`config.mk`:
```
export PLATFORM = sky130hd
export DESIGN_NAME = mlcl_div_pipe
export DESIGN_NICKNAME = d
export VERILOG_FILES = /design/src/hdl/assert_macros.svh /design/src/hdl/mlcl_pkg.sv /design/src/hdl/mlcl_div_pipe.sv
export SDC_FILE = /design/constraint.sdc
export NUM_CORES = 2
export LEC_CHECK = 0
export ABC_AREA = 1
export ABC_CLOCK_PERIOD_IN_PS = 3450
export BUFFER_PORTS_ARGS = -buffer_cell sky130_fd_sc_hd__buf_2
export CAP_MARGIN = 20
export CORE_MARGIN = 4
export CORE_UTILIZATION = 55
export CTS_CLUSTER_DIAMETER = 100
export CTS_CLUSTER_SIZE = 28
export DETAILED_ROUTE_END_ITERATION = 8
export PLACE_DENSITY = 0.69
export REMOVE_ABC_BUFFERS = 1
export SLEW_MARGIN = 20
export SYNTH_ARGS = -nofsm -noshare
export SYNTH_HDL_FRONTEND = slang
export SYNTH_SLANG_ARGS = --single-unit
```
`constraint.sdc`:
```
create_clock -name clk_i -period 3.45 [get_ports clk_i]
set_clock_uncertainty 0.1 [all_clocks]
set_input_delay 1.035 -clock clk_i [delete_from_list [all_inputs] [get_ports clk_i]]
set_output_delay 1.035 -clock clk_i [all_outputs]
set_load 0.02 [all_outputs]
```
`src/hdl/assert_macros.svh`:
```
// Assertion macros included by the RTL core of the microlens center locator.
`ifndef ASSERT_MACROS_SVH
`define ASSERT_MACROS_SVH

// Plain clocked assertion, quiet during reset.
`define MLCL_ASSERT(lbl, prop, msg) \
  lbl: assert property (@(posedge clk_i) disable iff (!rst_ni) (prop)) else $error(msg);

// Same-cycle implication.
`define MLCL_ASSERT_IMP(lbl, ante, cons, msg) \
  `MLCL_ASSERT(lbl, (ante) |-> (cons), msg)

// Next-cycle implication.
`define MLCL_ASSERT_NXT(lbl, ante, cons, msg) \
  `MLCL_ASSERT(lbl, (ante) |=> (cons), msg)

`endif

```
`src/hdl/mlcl_pkg.sv`:
```
// Package with constants, register codes and helpers of the microlens center locator.
`timescale 1ns / 1ps
package mlcl_pkg;

  localparam int unsigned SensorWidth  = 7728;
  localparam int unsigned SensorHeight = 5368;
  localparam int unsigned MaxLenses    = 1024;
  localparam int unsigned FracBits     = 8;

  localparam int unsigned IdxW    = 10;
  localparam int unsigned CntW    = 11;
  localparam int unsigned PixW    = 13;
  localparam int unsigned CoordW  = 22;
  localparam int unsigned CornerW = 2 * CoordW;
  localparam int unsigned PitchW  = 16;
  localparam int unsigned WeightW = 2 * IdxW;
  localparam int unsigned ProdW   = WeightW + 1 + CoordW;
  localparam int unsigned SumW    = ProdW + 2;
  localparam int unsigned NumW    = WeightW + CoordW;
  localparam int unsigned QuotW   = CoordW;
  localparam int unsigned PosW    = CoordW + 2;
  localparam int unsigned DataW   = 64;
  localparam int unsigned AddrW   = 6;

  typedef enum logic [2:0] {
    RegCornerTl   = 3'd0,
    RegCornerTr   = 3'd1,
    RegCornerBl   = 3'd2,
    RegCornerBr   = 3'd3,
    RegLensCols   = 3'd4,
    RegLensRows   = 3'd5,
    RegHalfPitch  = 3'd6
  } reg_idx_e;

  // Last valid index for a lens count, with the count saturated to [2, MaxLenses].
  function automatic logic [IdxW-1:0] last_index(input logic [CntW-1:0] n);
    logic [IdxW-1:0] res;
    if (n < CntW'(2)) begin
      res = IdxW'(1);
    end else if (n > CntW'(MaxLenses)) begin
      res = IdxW'(MaxLenses - 1);
    end else begin
      res = IdxW'(n - CntW'(1));
    end
    return res;
  endfunction

endpackage

```
`src/hdl/mlcl_div_pipe.sv`:
```
// Pipelined restoring divider, one quotient bit per register stage.
`timescale 1ns / 1ps
module mlcl_div_pipe
  import mlcl_pkg::*;
#(
  parameter int unsigned NW = NumW,
  parameter int unsigned DW = WeightW,
  parameter int unsigned QW = QuotW
) (
  input  logic          clk_i,
  input  logic          en_i,
  input  logic [NW-1:0] num_i,
  input  logic [DW-1:0] den_i,
  output logic [QW-1:0] quot_o
);

  logic [NW-1:0] rem_q [QW];
  logic [DW-1:0] den_q [QW];
  logic [QW-1:0] quo_q [QW];

  for (genvar k = 0; k < QW; k++) begin : g_stage
    localparam int unsigned Bit = QW - 1 - k;
    logic [NW-1:0] rem_in;
    logic [DW-1:0] den_in;
    logic [QW-1:0] quo_in;
    logic [NW-1:0] shifted;
    logic          ge;

    if (k == 0) begin : g_first
      assign rem_in = num_i;
      assign den_in = den_i;
      assign quo_in = '0;
    end else begin : g_next
      assign rem_in = rem_q[k-1];
      assign den_in = den_q[k-1];
      assign quo_in = quo_q[k-1];
    end

    assign shifted = NW'(den_in) << Bit;
    assign ge      = (rem_in >= shifted);

    always_ff @(posedge clk_i) begin
      if (en_i) begin
        rem_q[k] <= ge ? (rem_in - shifted) : rem_in;
        den_q[k] <= den_in;
        quo_q[k] <= quo_in | (QW'(ge) << Bit);
      end
    end
  end

  assign quot_o = quo_q[QW-1];

endmodule

```
==> run_results.csv <==
group,metric,value,unit
synthesis,avgSynthCellArea,8.33,µm²
detailed_routing,postRouteAntennaNets,0,
floorplanning,start_util,55.5,%
setup_path,crit_required,3.85,ns
synthesis,synth.yosys.seq_area_share,50.2,%
synthesis,synthTopCellsByArea,"edfxtp_1 (50%), nand2_1 (14%), inv_1 (7.2%)",
setup_path,crit_arrival,3.62,ns
synthesis,synth_mux_area_share,0,%
detailed_routing,wire_per_inst,20.3,µm
grt,grt_use_total,31.1,%
timing,relSlewSlack,47.7,%
floorplanning,core.rowCount,150,
timing,setup_viol,0,
grt,grt_overflow,0,
synthesis,synth_cells,11162,
finish,synthToLayoutAreaGrowth,6.62,%
synthesis,synthFlopType,"edfxtp_1",
synthesis,synth-compound-area-share,6.35,%
clocking,post_cts_buffers,0,
setup_path,worstSetupStartpointType,"register",
detailed_routing,drc_errors,0,
setup_path,end_kind,"register",
timing,tightest_slew,0.781,ns
detailed_routing,wl,277000,µm
floorplanning,ios,86,
pwr,power_density,716,nW/µm²
pwr,power.leakage,44.1,nW
synthesis,synth_top_family_by_area,"simple AND/OR/NAND/NOR gates",
placed_design,placed_cells,13484,
setup_path,crit_type,"register to register",
finish,layout.nets,11880,
timing,grt_setup_unrepaired,"false",
timing,fin_crit,3.22,ns
grt,first_global_vias,71288,
floorplanning,die_x,419,µm
clocking,cts_made_buffers,73,
setup_path,path_max_fanout,29,
detailed_routing,vias,75281,
finish,fin_util,59.1,%
clocking,htree_num_levels,3,
clocking,clockBufferDepth,3,
clocking,clk_pin_slew,0.10,ns
synthesis,ys_seq_elements,1555,
timing,hold_viol_final,0,
detailed_routing,first_pass_iters,7,
synthesis,synth_edf_count,1555,
flow_run,drv_cap,0,
floorplanning,die_y,419,µm
floorplanning,dieArea,176000,µm²
detailed_routing,drt_iter0_drc,7341,
grt,antenna_found_initial,2,
synthesis,synthAdderAreaFrac,6.37,%
detailed_routing,viasPerCell,5.54,
clocking,cts.sink_count,1555,
placed_design,portBuffers,85,
finish,final_common_cell,"nand2_1",
status,outcome,"completed",
timing,fin_crit_sh,93.3,%
finish,stdcell_count,13590,
setup_path,ff2ff_path_depth,15,
clocking,clk-insertion-delay-late,0.77,ns
finish,layout-drive-gt1-share,4.49,%
worst_hold_path,hold_path_depth,0,
synthesis,synthArstFlopShare,0,%
grt,grt_max_degree,100,
placed_design,place_congestion,0.982,
placed_design,dp_hpwl,227000,µm
grt,grt_pass1_wl,418000,µm
synthesis,ys_types,53,
clocking,ctsHoldBuffers,0,
clocking,cts_tree,"yes",
synthesis,yosys.area_share.simple,26.0,%
timing,timing.fmax,311,MHz
pwr,irDropWorstVdd,444,µV
worst_hold_path,hold_path.class,"register to register",
synthesis,yosysTopAreaCellShare,50.2,%
synthesis,ys_warn_count,0,
clocking,root_buffer,"clkbuf_16",
finish,nFillCells,15052,
timing,slew_violations,0,
finish,layout_common_cells,"nand2_1 (3556), inv_1 (1771), edfxtp_1 (1555)",
floorplanning,coreArea,168000,µm²
synthesis,yosys.area.top_type,"edfxtp_1",
clocking,cts_resized,0,
synthesis,synth_area,93000,µm²
synthesis,synth-xor-area-share,2.97,%
==> Yosys cell counts, types with 111 or more instances <==
library cell,n
edfxtp_1,1555
nor3_1,118
nor2_1,1140
ha_1,440
nand4_1,231
xnor2_1,175
nand3_1,594
xor2_1,140
o21ai_1,111
a21oi_1,513
inv_1,1771
o21ai_0,326
nand2_1,3556
==> worst max-delay path, cell delays in order (launching register included) <==
cell,delay [ns]
edfxtp_1,0.41
inv_1,0.08
ha_1,0.24
inv_1,0.17
fa_1,0.52
nand3_1,0.14
nand3_1,0.10
nand2_1,0.08
nand3_1,0.13
nand2_1,0.10
inv_1,0.05
nor2_2,0.23
nand2_4,0.17
inv_4,0.19
buf_12,0.20
o21ai_1,0.08
==> power by group <==
part / leakage, nW / internal, W / switching (W)
clock network: 1.12 / 0.00430 / 0.00630
logic: 28.0 / 0.0104 / 0.0207
registers: 15.0 / 0.0258 / 0.00339
==> cell type report <==
class                      count  area (µm²)  share of cell area [%]
inverter                    1792        6740                    6.80
timing repair buffer         214        1800                    1.81
clock inverter                30         474                   0.478
clock buffer                  75        1860                    1.87
sequential                  1555       46700                    47.1
multi-input combinational   7719       38800                    39.1
tap                         2204        2760                    2.78
antenna                        1        2.50                 0.00252
==> logic make-up (layout without fill, tap and decap cells) <==
| kind of cell | after synthesis | after routing |
|---|---|---|
| flip-flops | 1555 | 1555 |
| AND/OR/NAND/NOR | 5853 | 5853 |
| XOR/XNOR | 315 | 315 |
| other | 0 | 1 |
| adder cells (fa/ha/maj) | 461 | 461 |
| AO/OA/AOI/OAI | 1090 | 1090 |
| buffers and inverters | 1888 | 2111 |
==> worst paths after layout <==
check,start,endpoint,slack [ns]
worst max-delay path,rem_q[2][86],rem_q[2][131],0.23
worst min-delay path,quo_q[14][9],quo_q[15][9],0.32
worst max register to register,rem_q[2][86],rem_q[2][131],0.23
worst min register to register,quo_q[14][9],quo_q[15][9],0.32
==> routing by layer <==
metal	wire length [µm]	GRT usage [%]
met5	0	0
met4	14100	13.7
met3	17300	3.23
met2	132000	53.2
met1	113000	40.3
==> sequential cells by signal, indices dropped and copies added, names as in the netlist <==
register / flops
rem_q: 882
den_q: 420
quo_q: 253
==> per-stage QoR <==
stage / area (µm²) / total power (W) / hold slack [ns] / worst slack [ns] / TNS (ns)
finish: 99100 / 0.0709 / 0.316 / 0.231 / 0
global route: 99100 / 0.0758 / 0.332 / 0.0810 / 0
CTS: 99100 / 0.0707 / 0.299 / 0.271 / 0
detailed placement: 96800 / 0.0601 / 0.305 / 0.108 / 0
global placement: 96800 / 0.0598 / 0.301 / 0.0996 / 0
floorplan: 92200 / 0.0497 / 0.300 / -0.507 / -11.22
(Power assumes the default switching activity.)
